File: src/hw/rtl/srec_pkg.sv
// types, constants and microcode table of the s-record s3 encoder
`timescale 1ns / 1ps

package srec_pkg;

  localparam logic [1:0] CMD_DATA = 2'd0;
  localparam logic [1:0] CMD_LAST = 2'd1;

  localparam int ADDR_W = 32;
  localparam int PC_W   = 6;

  // record length byte is address (4) + checksum (1) + data count
  localparam logic [7:0] LEN_BASE = 8'd5;

  localparam logic [PC_W-1:0] PC_HDR    = 6'd0;
  localparam logic [PC_W-1:0] PC_REC    = 6'd11;
  localparam logic [PC_W-1:0] PC_DATA_H = 6'd23;
  localparam logic [PC_W-1:0] PC_END    = 6'd28;

  typedef enum logic [2:0] {
    JMP_NEXT    = 3'd0,
    JMP_HDR_END = 3'd1,
    JMP_DATA    = 3'd2,
    JMP_REC_END = 3'd3,
    JMP_DONE    = 3'd4
  } jmp_t;

  typedef enum logic [2:0] {
    SRC_LIT    = 3'd0,
    SRC_LEN_H  = 3'd1,
    SRC_LEN_L  = 3'd2,
    SRC_ADDR   = 3'd3,
    SRC_DATA_H = 3'd4,
    SRC_DATA_L = 3'd5,
    SRC_SUM_H  = 3'd6,
    SRC_SUM_L  = 3'd7
  } src_t;

  typedef struct packed {
    jmp_t       jmp;
    src_t       src;
    logic [2:0] nib;   // address nibble, most significant first
    logic [6:0] ch;
  } uword_t;

  function automatic uword_t uw_lit(input logic [6:0] c, input jmp_t j);
    uword_t w;
    w.jmp = j;
    w.src = SRC_LIT;
    w.nib = 3'd0;
    w.ch  = c;
    return w;
  endfunction

  function automatic uword_t uw_hex(input src_t s, input logic [2:0] n, input jmp_t j);
    uword_t w;
    w.jmp = j;
    w.src = s;
    w.nib = n;
    w.ch  = 7'd0;
    return w;
  endfunction

  function automatic logic [6:0] hex_char(input logic [3:0] n);
    logic [6:0] c;
    if (n < 4'd10) begin
      c = 7'("0") + {3'd0, n};
    end else begin
      c = 7'("A") + {3'd0, n} - 7'd10;
    end
    return c;
  endfunction

  // program: header, data record, end record
  function automatic uword_t ucode(input logic [PC_W-1:0] pc);
    uword_t w;
    unique case (pc)
      6'd0:  w = uw_lit(7'("S"), JMP_NEXT);
      6'd1:  w = uw_lit(7'("0"), JMP_NEXT);
      6'd2:  w = uw_lit(7'("0"), JMP_NEXT);
      6'd3:  w = uw_lit(7'("3"), JMP_NEXT);
      6'd4:  w = uw_lit(7'("0"), JMP_NEXT);
      6'd5:  w = uw_lit(7'("0"), JMP_NEXT);
      6'd6:  w = uw_lit(7'("0"), JMP_NEXT);
      6'd7:  w = uw_lit(7'("0"), JMP_NEXT);
      6'd8:  w = uw_lit(7'("F"), JMP_NEXT);
      6'd9:  w = uw_lit(7'("C"), JMP_NEXT);
      6'd10: w = uw_lit(7'h0A, JMP_HDR_END);
      6'd11: w = uw_lit(7'("S"), JMP_NEXT);
      6'd12: w = uw_lit(7'("3"), JMP_NEXT);
      6'd13: w = uw_hex(SRC_LEN_H, 3'd0, JMP_NEXT);
      6'd14: w = uw_hex(SRC_LEN_L, 3'd0, JMP_NEXT);
      6'd15: w = uw_hex(SRC_ADDR, 3'd0, JMP_NEXT);
      6'd16: w = uw_hex(SRC_ADDR, 3'd1, JMP_NEXT);
      6'd17: w = uw_hex(SRC_ADDR, 3'd2, JMP_NEXT);
      6'd18: w = uw_hex(SRC_ADDR, 3'd3, JMP_NEXT);
      6'd19: w = uw_hex(SRC_ADDR, 3'd4, JMP_NEXT);
      6'd20: w = uw_hex(SRC_ADDR, 3'd5, JMP_NEXT);
      6'd21: w = uw_hex(SRC_ADDR, 3'd6, JMP_NEXT);
      6'd22: w = uw_hex(SRC_ADDR, 3'd7, JMP_NEXT);
      6'd23: w = uw_hex(SRC_DATA_H, 3'd0, JMP_NEXT);
      6'd24: w = uw_hex(SRC_DATA_L, 3'd0, JMP_DATA);
      6'd25: w = uw_hex(SRC_SUM_H, 3'd0, JMP_NEXT);
      6'd26: w = uw_hex(SRC_SUM_L, 3'd0, JMP_NEXT);
      6'd27: w = uw_lit(7'h0A, JMP_REC_END);
      6'd28: w = uw_lit(7'("S"), JMP_NEXT);
      6'd29: w = uw_lit(7'("7"), JMP_NEXT);
      6'd30: w = uw_lit(7'("0"), JMP_NEXT);
      6'd31: w = uw_lit(7'("5"), JMP_NEXT);
      6'd32: w = uw_lit(7'("0"), JMP_NEXT);
      6'd33: w = uw_lit(7'("0"), JMP_NEXT);
      6'd34: w = uw_lit(7'("0"), JMP_NEXT);
      6'd35: w = uw_lit(7'("0"), JMP_NEXT);
      6'd36: w = uw_lit(7'("0"), JMP_NEXT);
      6'd37: w = uw_lit(7'("0"), JMP_NEXT);
      6'd38: w = uw_lit(7'("0"), JMP_NEXT);
      6'd39: w = uw_lit(7'("0"), JMP_NEXT);
      6'd40: w = uw_lit(7'("F"), JMP_NEXT);
      6'd41: w = uw_lit(7'("A"), JMP_NEXT);
      6'd42: w = uw_lit(7'h0A, JMP_DONE);
      default: w = uw_lit(7'h0A, JMP_DONE);
    endcase
    return w;
  endfunction

endpackage

File: src/hw/rtl/srec_ifs.sv
// valid/ready channel interfaces of the s-record s3 encoder
`timescale 1ns / 1ps

interface srec_in_if;
  logic       valid;
  logic       ready;
  logic [1:0] cmd;
  logic [7:0] data_byte;
  modport source(output valid, cmd, data_byte, input ready);
  modport sink(input valid, cmd, data_byte, output ready);
endinterface

interface srec_out_if;
  logic       valid;
  logic       ready;
  logic [6:0] text_char;
  logic       run_last;
  modport source(output valid, text_char, run_last, input ready);
  modport sink(input valid, text_char, run_last, output ready);
endinterface

interface srec_cfg_if;
  logic        valid;
  logic        ready;
  logic [31:0] start_address;
  modport source(output valid, start_address, input ready);
  modport sink(input valid, start_address, output ready);
endinterface

File: src/hw/rtl/srecord_s3_text_encoder.sv
// s-record s3 text encoder top level with microcoded character sequencer
`timescale 1ns / 1ps

// Turns a byte stream into Motorola S3 text, one ASCII character per output
// transfer. The first item of a transfer emits the S0 header and loads the
// record address from the start_address register; bytes collect until
// BYTES_PER_RECORD are held or the transfer ends, then an S3 record is
// emitted, and an end item adds the S7 trailer. An item that only buffers a
// byte is taken without holding the input. An item that produces text holds
// the input while it emits its characters (11 header, 15 + 2n for an n-byte
// record, 15 trailer, at most 62), because the sequencer steps through its
// program emitting one character per cycle into the output register, unless
// the output stalls. The output register decouples the sides, so the next
// item can be taken while the last character still waits. The configuration
// port never stalls; write it only between transfers.
module srecord_s3_text_encoder #(
  parameter int BYTES_PER_RECORD = 16
) (
  input  logic               clk,
  input  logic               rst_n,
  srec_cfg_if.sink           cfg_ch,
  srec_in_if.sink            in_ch,
  srec_out_if.source         out_ch
);

  localparam int CNT_W = $clog2(BYTES_PER_RECORD + 1);
  localparam int IDX_W = (BYTES_PER_RECORD > 1) ? $clog2(BYTES_PER_RECORD) : 1;

  logic [srec_pkg::ADDR_W-1:0] cfg_addr_r;
  logic [srec_pkg::ADDR_W-1:0] addr_r, addr_nxt;
  logic [7:0]                  buf_r [BYTES_PER_RECORD];
  logic [CNT_W-1:0]            cnt_r, cnt_nxt;
  logic [7:0]                  sum_r, sum_nxt;
  logic                        hdr_done_r, hdr_done_nxt;
  logic [IDX_W-1:0]            bidx_r, bidx_nxt;
  logic                        busy_r, busy_nxt;
  logic [srec_pkg::PC_W-1:0]   pc_r, pc_nxt;
  logic                        do_rec_r, do_rec_nxt;
  logic                        do_end_r, do_end_nxt;
  logic                        out_valid_r, out_valid_nxt;
  logic [6:0]                  out_char_r, out_char_nxt;
  logic                        out_last_r, out_last_nxt;

  logic                        in_xfer;
  logic                        adv;
  logic                        hdr;
  logic                        has_byte;
  logic                        ends;
  logic [CNT_W-1:0]            base_cnt;
  logic [CNT_W-1:0]            new_cnt;
  logic                        buf_we;
  logic [IDX_W-1:0]            buf_widx;
  srec_pkg::uword_t            uw;
  logic [7:0]                  len_byte;
  logic [7:0]                  chk_byte;
  logic [7:0]                  data_sel;
  logic [3:0]                  addr_nib;
  logic [3:0]                  hex_nib;
  logic                        more_data;

  assign cfg_ch.ready = 1'b1;
  assign in_ch.ready  = !busy_r;
  assign in_xfer      = in_ch.valid && !busy_r;
  assign adv          = busy_r && (!out_valid_r || out_ch.ready);

  assign out_ch.valid     = out_valid_r;
  assign out_ch.text_char = out_char_r;
  assign out_ch.run_last  = out_last_r;

  // accept side: fold the item into the buffered record
  assign hdr      = !hdr_done_r;
  assign has_byte = (in_ch.cmd == srec_pkg::CMD_DATA) || (in_ch.cmd == srec_pkg::CMD_LAST);
  assign ends     = (in_ch.cmd != srec_pkg::CMD_DATA);
  assign base_cnt = hdr ? '0 : cnt_r;
  assign new_cnt  = base_cnt + CNT_W'(has_byte);
  assign buf_we   = in_xfer && has_byte;
  assign buf_widx = base_cnt[IDX_W-1:0];

  // datapath feeding the character mux
  assign uw        = srec_pkg::ucode(pc_r);
  assign len_byte  = srec_pkg::LEN_BASE + 8'(cnt_r);
  assign chk_byte  = ~(sum_r + len_byte + addr_r[31:24] + addr_r[23:16]
                       + addr_r[15:8] + addr_r[7:0]);
  assign data_sel  = buf_r[bidx_r];
  assign addr_nib  = 4'(addr_r >> (5'd28 - {uw.nib, 2'b00}));
  assign more_data = (CNT_W'(bidx_r) + CNT_W'(1)) < cnt_r;

  always_comb begin
    unique case (uw.src)
      srec_pkg::SRC_LEN_H:  hex_nib = len_byte[7:4];
      srec_pkg::SRC_LEN_L:  hex_nib = len_byte[3:0];
      srec_pkg::SRC_ADDR:   hex_nib = addr_nib;
      srec_pkg::SRC_DATA_H: hex_nib = data_sel[7:4];
      srec_pkg::SRC_DATA_L: hex_nib = data_sel[3:0];
      srec_pkg::SRC_SUM_H:  hex_nib = chk_byte[7:4];
      srec_pkg::SRC_SUM_L:  hex_nib = chk_byte[3:0];
      srec_pkg::SRC_LIT:    hex_nib = 4'd0;
      default:              hex_nib = 4'd0;
    endcase
  end

  always_comb begin
    addr_nxt      = addr_r;
    cnt_nxt       = cnt_r;
    sum_nxt       = sum_r;
    hdr_done_nxt  = hdr_done_r;
    bidx_nxt      = bidx_r;
    busy_nxt      = busy_r;
    pc_nxt        = pc_r;
    do_rec_nxt    = do_rec_r;
    do_end_nxt    = do_end_r;
    out_valid_nxt = out_valid_r && !out_ch.ready;
    out_char_nxt  = out_char_r;
    out_last_nxt  = out_last_r;

    if (in_xfer) begin
      if (hdr) begin
        addr_nxt = cfg_addr_r;
      end
      cnt_nxt      = new_cnt;
      sum_nxt      = (hdr ? 8'd0 : sum_r) + (has_byte ? in_ch.data_byte : 8'd0);
      hdr_done_nxt = !ends;
      do_end_nxt   = ends;
      do_rec_nxt   = ((new_cnt == CNT_W'(BYTES_PER_RECORD)) || ends) && (new_cnt != '0);
      busy_nxt     = hdr || do_rec_nxt || ends;
      priority if (hdr) begin
        pc_nxt = srec_pkg::PC_HDR;
      end else if (do_rec_nxt) begin
        pc_nxt = srec_pkg::PC_REC;
      end else begin
        pc_nxt = srec_pkg::PC_END;
      end
    end

    if (adv) begin
      out_valid_nxt = 1'b1;
      out_char_nxt  = (uw.src == srec_pkg::SRC_LIT) ? uw.ch : srec_pkg::hex_char(hex_nib);
      out_last_nxt  = 1'b0;
      pc_nxt        = pc_r + srec_pkg::PC_W'(1);
      unique case (uw.jmp)
        srec_pkg::JMP_NEXT: begin
        end
        srec_pkg::JMP_HDR_END: begin
          priority if (do_rec_r) begin
            pc_nxt = srec_pkg::PC_REC;
          end else if (do_end_r) begin
            pc_nxt = srec_pkg::PC_END;
          end else begin
            busy_nxt     = 1'b0;
            out_last_nxt = 1'b1;
          end
        end
        srec_pkg::JMP_DATA: begin
          if (more_data) begin
            pc_nxt   = srec_pkg::PC_DATA_H;
            bidx_nxt = bidx_r + IDX_W'(1);
          end
        end
        srec_pkg::JMP_REC_END: begin
          // record is out: advance the load address and empty the buffer
          addr_nxt = addr_r + srec_pkg::ADDR_W'(cnt_r);
          cnt_nxt  = '0;
          sum_nxt  = 8'd0;
          bidx_nxt = '0;
          if (do_end_r) begin
            pc_nxt = srec_pkg::PC_END;
          end else begin
            busy_nxt     = 1'b0;
            out_last_nxt = 1'b1;
          end
        end
        srec_pkg::JMP_DONE: begin
          busy_nxt     = 1'b0;
          out_last_nxt = 1'b1;
        end
        default: begin
          busy_nxt     = 1'b0;
          out_last_nxt = 1'b1;
        end
      endcase
    end
  end

  always_ff @(posedge clk) begin
    if (!rst_n) begin
      cfg_addr_r  <= '0;
      cnt_r       <= '0;
      sum_r       <= 8'd0;
      hdr_done_r  <= 1'b0;
      bidx_r      <= '0;
      busy_r      <= 1'b0;
      pc_r        <= srec_pkg::PC_HDR;
      do_rec_r    <= 1'b0;
      do_end_r    <= 1'b0;
      out_valid_r <= 1'b0;
    end else begin
      if (cfg_ch.valid) begin
        cfg_addr_r <= cfg_ch.start_address;
      end
      cnt_r       <= cnt_nxt;
      sum_r       <= sum_nxt;
      hdr_done_r  <= hdr_done_nxt;
      bidx_r      <= bidx_nxt;
      busy_r      <= busy_nxt;
      pc_r        <= pc_nxt;
      do_rec_r    <= do_rec_nxt;
      do_end_r    <= do_end_nxt;
      out_valid_r <= out_valid_nxt;
    end
  end

  always_ff @(posedge clk) begin
    addr_r     <= addr_nxt;
    out_char_r <= out_char_nxt;
    out_last_r <= out_last_nxt;
    if (buf_we) begin
      buf_r[buf_widx] <= in_ch.data_byte;
    end
  end

endmodule

File: src/flat_wrapper.sv
// flat-port wrapper written by rule: the top's interface ports become plain ports
module srecord_s3_text_encoder_flat 
#(
  parameter int BYTES_PER_RECORD = 16
)
  (clk, rst_n, cfg_ch_valid, cfg_ch_start_address, cfg_ch_ready, in_ch_valid, in_ch_cmd, in_ch_data_byte, in_ch_ready, out_ch_valid, out_ch_text_char, out_ch_run_last, out_ch_ready);
  srec_cfg_if cfg_ch_i ();
  srec_in_if in_ch_i ();
  srec_out_if out_ch_i ();
  input  logic clk;
  input  logic rst_n;
  input wire logic [$bits(cfg_ch_i.valid)-1:0] cfg_ch_valid;
  input wire logic [$bits(cfg_ch_i.start_address)-1:0] cfg_ch_start_address;
  output wire logic [$bits(cfg_ch_i.ready)-1:0] cfg_ch_ready;
  input wire logic [$bits(in_ch_i.valid)-1:0] in_ch_valid;
  input wire logic [$bits(in_ch_i.cmd)-1:0] in_ch_cmd;
  input wire logic [$bits(in_ch_i.data_byte)-1:0] in_ch_data_byte;
  output wire logic [$bits(in_ch_i.ready)-1:0] in_ch_ready;
  output wire logic [$bits(out_ch_i.valid)-1:0] out_ch_valid;
  output wire logic [$bits(out_ch_i.text_char)-1:0] out_ch_text_char;
  output wire logic [$bits(out_ch_i.run_last)-1:0] out_ch_run_last;
  input wire logic [$bits(out_ch_i.ready)-1:0] out_ch_ready;
  assign cfg_ch_i.valid = cfg_ch_valid;
  assign cfg_ch_i.start_address = cfg_ch_start_address;
  assign cfg_ch_ready = cfg_ch_i.ready;
  assign in_ch_i.valid = in_ch_valid;
  assign in_ch_i.cmd = in_ch_cmd;
  assign in_ch_i.data_byte = in_ch_data_byte;
  assign in_ch_ready = in_ch_i.ready;
  assign out_ch_valid = out_ch_i.valid;
  assign out_ch_text_char = out_ch_i.text_char;
  assign out_ch_run_last = out_ch_i.run_last;
  assign out_ch_i.ready = out_ch_ready;
  srecord_s3_text_encoder #(.BYTES_PER_RECORD(BYTES_PER_RECORD)) u_core (.clk(clk), .rst_n(rst_n), .cfg_ch(cfg_ch_i), .in_ch(in_ch_i), .out_ch(out_ch_i));
endmodule
File: config.mk
export PLATFORM = sky130hd
export DESIGN_NAME = srecord_s3_text_encoder_flat
export DESIGN_NICKNAME = d
export VERILOG_FILES = /design/src/hw/rtl/srec_pkg.sv /design/src/hw/rtl/srec_ifs.sv /design/src/hw/rtl/srecord_s3_text_encoder.sv /design/src/flat_wrapper.sv
export SDC_FILE = /design/constraint.sdc
export NUM_CORES = 1
export LEC_CHECK = 0
export ABC_AREA = 1
export BUFFER_PORTS_ARGS = -buffer_cell sky130_fd_sc_hd__buf_2
export CORE_MARGIN = 2
export CORE_UTILIZATION = 60
export CTS_CLUSTER_DIAMETER = 30
export DETAILED_ROUTE_END_ITERATION = 10
export HOLD_SLACK_MARGIN = 0.05
export PLACE_DENSITY = 0.82
export SETUP_SLACK_MARGIN = 0.05
export SYNTH_ARGS = -nofsm -noshare
export SYNTH_HDL_FRONTEND = slang
export SYNTH_SLANG_ARGS = --single-unit
File: constraint.sdc
create_clock -name clk -period 6.4 [get_ports clk]
set_input_delay 1.28 -clock clk [delete_from_list [all_inputs] [get_ports clk]]
set_output_delay 1.28 -clock clk [all_outputs]
set_load 0.02 [all_outputs]
Word level (Yosys, flattened, before mapping)
Memory sizes are Yosys's and may differ from the RTL's. A register that Yosys moved wholly into a read port is not among the register bits.
Cells that the tools add are included.

operators by class
  $add $sub $neg = 16
  $mul = 0
  divide/modulo/power cells = 0
  magnitude comparators = 2
  equality and inequality tests = 13
  shift operators = 1
  muxes and demuxes = 41
  bitwise logic cells = 1
  reductions and logical operators = 24

operator list
  operator             count
  $mux 32              4
  $add 8x8->8          6
  $mux 6               8
  $mux 8               5
  $add 32x5->32        1
  $pmux 4 s8           1
  $shr 32x5->4         1
  $mux 5               5
  $pmux 6 s3           1
  $mux 7               2
  $eq 3x2->1 const B   4
  $eq 3x3->1 const B   4
  $mux 4               3
  $mux 1               9
  $not 8->8            1
  $pmux 4 s2           1
  $add 6x4->7 const A  1
  $add 7x4->7 const A  1
  $sub 7x4->7 const B  1
  $add 3x5->6 const A  1
  $add 6x1->6 const B  1
  $eq 3x1->1 const B   2
  $logic_not 3->1      2
  $pmux 1 s3           2
  other kinds (17)     31

word-level totals
  bits in registers = 100
  latch bits = 0
  memory bits (writable) = 128
  ROM bits = 1024
  input bits = 47
  output and inout port bits = 11
  word-level logic and storage cells = 113
  memories = 2

memories
  name              depth  width  read ports  clocked after memory_dff  write ports  line                           text
  (name not given)  64     16     1           1                         0            srec_pkg.sv:77                 unique case (pc)
  u_core.buf_r      16     8      1           1                         1            srecord_s3_text_encoder.sv:31  logic [7:0] buf_r [BYTES_PER_RECORD];

Longest topological paths before layout
  word-level depth = 13
  depth in mapped cells = 24

Worst setup path before layout
Ideal clock, no wire load.

  kind = reg2reg
  start = register u_core.cnt_r[0]
  end = register u_core.out_char_r[4], in the netlist u_core.out_ch.text_char[4], data pin
  setup time = 249 ps
  arrival time = 4192 ps
  required time = 6151 ps
  slack = 1959 ps
  stages on the path, launching flop included = 23
  clock period less this slack = 4441 ps
  path through = dfxtp_1 -> ha_1 -> or2_2 -> nand3_1 -> nand2_1 -> fa_1 -> inv_1 -> fa_1 -> fa_1 -> inv_1 -> ha_1 -> a21oi_1 -> nand2_1 -> or2_2 -> a21oi_1 -> nor2_1 -> nand3_1 -> nand2_1 -> ha_1 -> nand4_1 -> nand3_1 -> nand2_1 -> inv_1

between the ends
  word-level cells in the longest chain between the ends = 12

ends and longest elaborated chain
  what                      line                            text
  from (decl)               srecord_s3_text_encoder.sv:32   logic [CNT_W-1:0] cnt_r, cnt_nxt;
  from (signal assigned)    srecord_s3_text_encoder.sv:200  cnt_r <= cnt_nxt;
  $add 3x5->6 *             srecord_s3_text_encoder.sv:81   assign len_byte = srec_pkg::LEN_BASE + 8'(cnt_r);
  $add 8x8->8 (3 in a row)  srecord_s3_text_encoder.sv:82   assign chk_byte = ~(sum_r + len_byte + addr_r[31:24] + addr_r[23:16]
  $add 8x8->8 (2 in a row)  srecord_s3_text_encoder.sv:83   + addr_r[15:8] + addr_r[7:0]);
  $not 8->8                 srecord_s3_text_encoder.sv:82
  $pmux 4 s8 *              srecord_s3_text_encoder.sv:89   unique case (uw.src)
  $add 7x4->7               srec_pkg.sv:69                  c = 7'("A") + {3'd0, n} - 7'd10;
  $sub 7x4->7               srec_pkg.sv:69
  $mux 7 *                  srec_pkg.sv:66                  if (n < 4'd10) begin
  $mux 7 *                  srecord_s3_text_encoder.sv:137  out_char_nxt = (uw.src == srec_pkg::SRC_LIT) ? uw.ch : srec_pkg::hex_char(hex_nib);
  to (signal assigned)      srecord_s3_text_encoder.sv:214  out_char_r <= out_char_nxt;
  to (decl)                 srecord_s3_text_encoder.sv:41   logic [6:0] out_char_r, out_char_nxt;

Mark *: on every way between the ends. The rest lies on a longest branch, timed or not.
A chain may end at the register's enable or synchronous reset.

Worst setup path in the final report
Same ends and word-level chain as after synthesis.

==> flow_metrics.tcl <==
set metrics [dict create \
    clk_path_buf_depth 3 \
    dr.pass1.iters 5 \
    finalCriticalPeriod_ns 4.838 \
    dpl_worst_slack_ns 1.620 \
    die_x_um 151.9 \
    clock-sinks 248 \
    cts_resized 0 \
    status "completed" \
    relSlewSlack_pct 31.94 \
    cp-start-kind "register" \
    syn_area_per_cell_sq_um 8.500 \
    yosys-top-cells-count "nand2_1 (257), nor2_1 (247), o21ai_0 (167), inv_1 (164), edfxtp_1 (136)" \
    yosys_warnings 0 \
    grt_pass1_vias 10580 \
    cts_hold_buf 0 \
    syn-cell-area_sq_mm 0.01313 \
    vias 10860 \
    viasPerCell 5.690 \
    grt_max_degree 66 \
    cap_violations 0 \
    wl_per_cell_um 17.76 \
    place.gp.congestion 0.9974 \
    finalCritPeriodShare_pct 75.60 \
    finalWirelength_mm 33.91 \
    top_level_ports 58 \
    yosysUniqueCellTypes 53 \
    timing.final.ws_setup_ns 1.562 \
    rsz0062_at_grt "false" \
    numCtsBuffers 44 \
    post-cts-setup-buffers 0 \
    total_power_uw 5368 \
    drive_above_1_share_pct 11.85 \
    core_sq_mm 0.02162 \
    crit_fanout 9 \
    dieArea_sq_mm 0.02309 \
    cts.clk_slew.worst_paths_ns 0.06 \
    ys_seq_elements 248 \
    die_h_um 151.9 \
    path_class "register to register" \
    yosys.area.top_type_share_pct 31.10 \
    synth-async-reset-ratio_pct 0 \
    pwr_density_cell_mw_per_mm2 353.1 \
    synthFlopType "edfxtp_1" \
    cts-root-buf "clkbuf_16" \
    synth-edff-count 136 \
    hold_viol 0 \
    final_nets 1703 \
    clk_latency_ns 0.56 \
    start_util_pct 60.74 \
    row_count 54 \
    grt_pass1_wl_mm 54.17 \
    fin_worst_skew_ns 0.03150 \
    hold_class "register to register" \
    dp_cells 1827 \
    cts_tree "yes" \
    ys_seq_area_share_pct 48.17 \
    grt_remaining_overflow 0 \
    cts_max_level 2 \
    diodes 0 \
    fmax_mhz 206.7 \
    synth_area_leaders "edfxtp_1 (31%), dfxtp_1 (17%), nand2_1 (7.3%)" \
    grtUsageTotal_pct 29.13 \
    synth_nets 1655 \
    final_cell_count_no_fill 1909 \
    place_hpwl_mm 23.17 \
    ir_drop_mv 0.3078 \
    drv_slew 0 \
    cp.arrival_ns 5.13 \
    tns_ns 0 \
    syn_inst 1545 \
    critPathCaptureType "register" \
    drt_iter0_drc 797 \
    drt_drc_violations_left 0 \
    required_ns 6.69 \
    synth_most_common_cell "nand2_1" \
    power_leakage_uw 0.006394 \
    tightest_slew_ns 1.019 \
    syn_to_final_growth_pct 15.77 \
    antenna_found_initial 0 \
    io_buffers 56 \
    drtAntennaViolNets 0 \
    setup_violations 0 \
    yosys.area.top_type "edfxtp_1" \
]
-- per-stage QoR --
stage	hold WS, ns	cell area [sq um]	utilization (%)
after global routing	0.4959	15200	70.32
after floorplan	0.4535	13130	-
after detailed placement	0.4641	13540	62.64
after global placement	0.4624	13540	62.64
after CTS	0.4753	15200	70.32
final	0.4747	15200	70.32
-- sequential cells by signal (all words and copies together), names as in the netlist, named ones only --
name / count
u_core.pc_r: 6
u_core.do_end_r: 1
u_core.bidx_r: 4
u_core.buf_r: 128
u_core.addr_r: 32
u_core.cfg_addr_r: 32
u_core.uw: 16
u_core.cnt_r: 5
u_core.busy_r: 1
u_core.out_ch.valid: 1
u_core.out_ch.text_char: 7
u_core.do_rec_r: 1
u_core.hdr_done_r: 1
u_core.out_ch.run_last: 1
u_core.sum_r: 8
-- cell families after synthesis --
group	after synthesis	share of synthesized area, %
buffers and inverters	233	6.984
adder cells (fa/ha/maj)	63	7.603
other	1	0.02855
AND/OR/NAND/NOR	649	21.08
AO/OA/AOI/OAI	312	13.53
XOR/XNOR	39	2.601
flip-flops	248	48.17
-- power by group --
part | switching, uW | internal, uW | total [uW] | leakage (uW)
Clock | 920 | 1660 | 2580 | 0.000810
Combinational | 555 | 375 | 930 | 0.00343
Sequential | 97.8 | 1760 | 1860 | 0.00216
-- cell type report --
class                   instances  area [sq um]
multi-input cells            1064          5894
fillers                      1671          6417
repair buffers                 61         317.8
clock buffers                  48          1169
flip-flops and latches        248          6327
well taps                     280         350.3
inverters                     174         654.4
clock inverters                34         490.5
-- path summary, 6_finish.rpt --
check                                                   startpoint  slack, ns                              endpoint  cells after the start
worst max-delay path                    u_core.cnt_r[0]$_SDFF_PN0_       1.56  u_core.out_ch.text_char[4]$_DFFE_PP_                     22
worst min-delay path            u_core.cfg_addr_r[16]$_SDFFE_PN0P_       0.47             u_core.addr_r[16]$_DFF_P_                      2
worst max register to register          u_core.cnt_r[0]$_SDFF_PN0_       1.56  u_core.out_ch.text_char[4]$_DFFE_PP_                     22
worst min register to register  u_core.cfg_addr_r[16]$_SDFFE_PN0P_       0.47             u_core.addr_r[16]$_DFF_P_                      2
-- layout by cell type (no fill, tap or decap), types with 28 or more instances in the layout --
cell type,Yosys,routed
a21oi_1,68,68
buf_2,14,56
clkbuf_16,0,46
dfxtp_1,112,111
edfxtp_1,136,136
fa_1,28,28
ha_1,35,35
inv_1,164,164
nand2_1,257,257
nand3_1,73,73
nor2_1,247,245
o211ai_1,35,35
o21ai_0,167,167
xor2_1,33,33
-- worst max-delay path: stages, from the launching register on --
cell and delay [ns]:
dfxtp_1 0.42, ha_1 0.27, or2_2 0.30, nand3_1 0.09
nand2_1 0.10, fa_1 0.49, inv_1 0.06, fa_1 0.50
fa_1 0.54, inv_1 0.04, ha_1 0.34, a21oi_1 0.14
nand2_1 0.07, or2_2 0.27, a21oi_1 0.13, nor2_1 0.07
nand3_1 0.07, nand2_1 0.09, ha_1 0.24, nand4_1 0.12
nand3_1 0.11, nand2_1 0.08, inv_1 0.04
-- routing by layer --
metal	part of all wire, %	track usage (%)
met1	39	35.51
met5	0	0
met3	6.3	5.134
met2	50	49.64
met4	5.1	15.31
(Power assumes the default switching activity.)
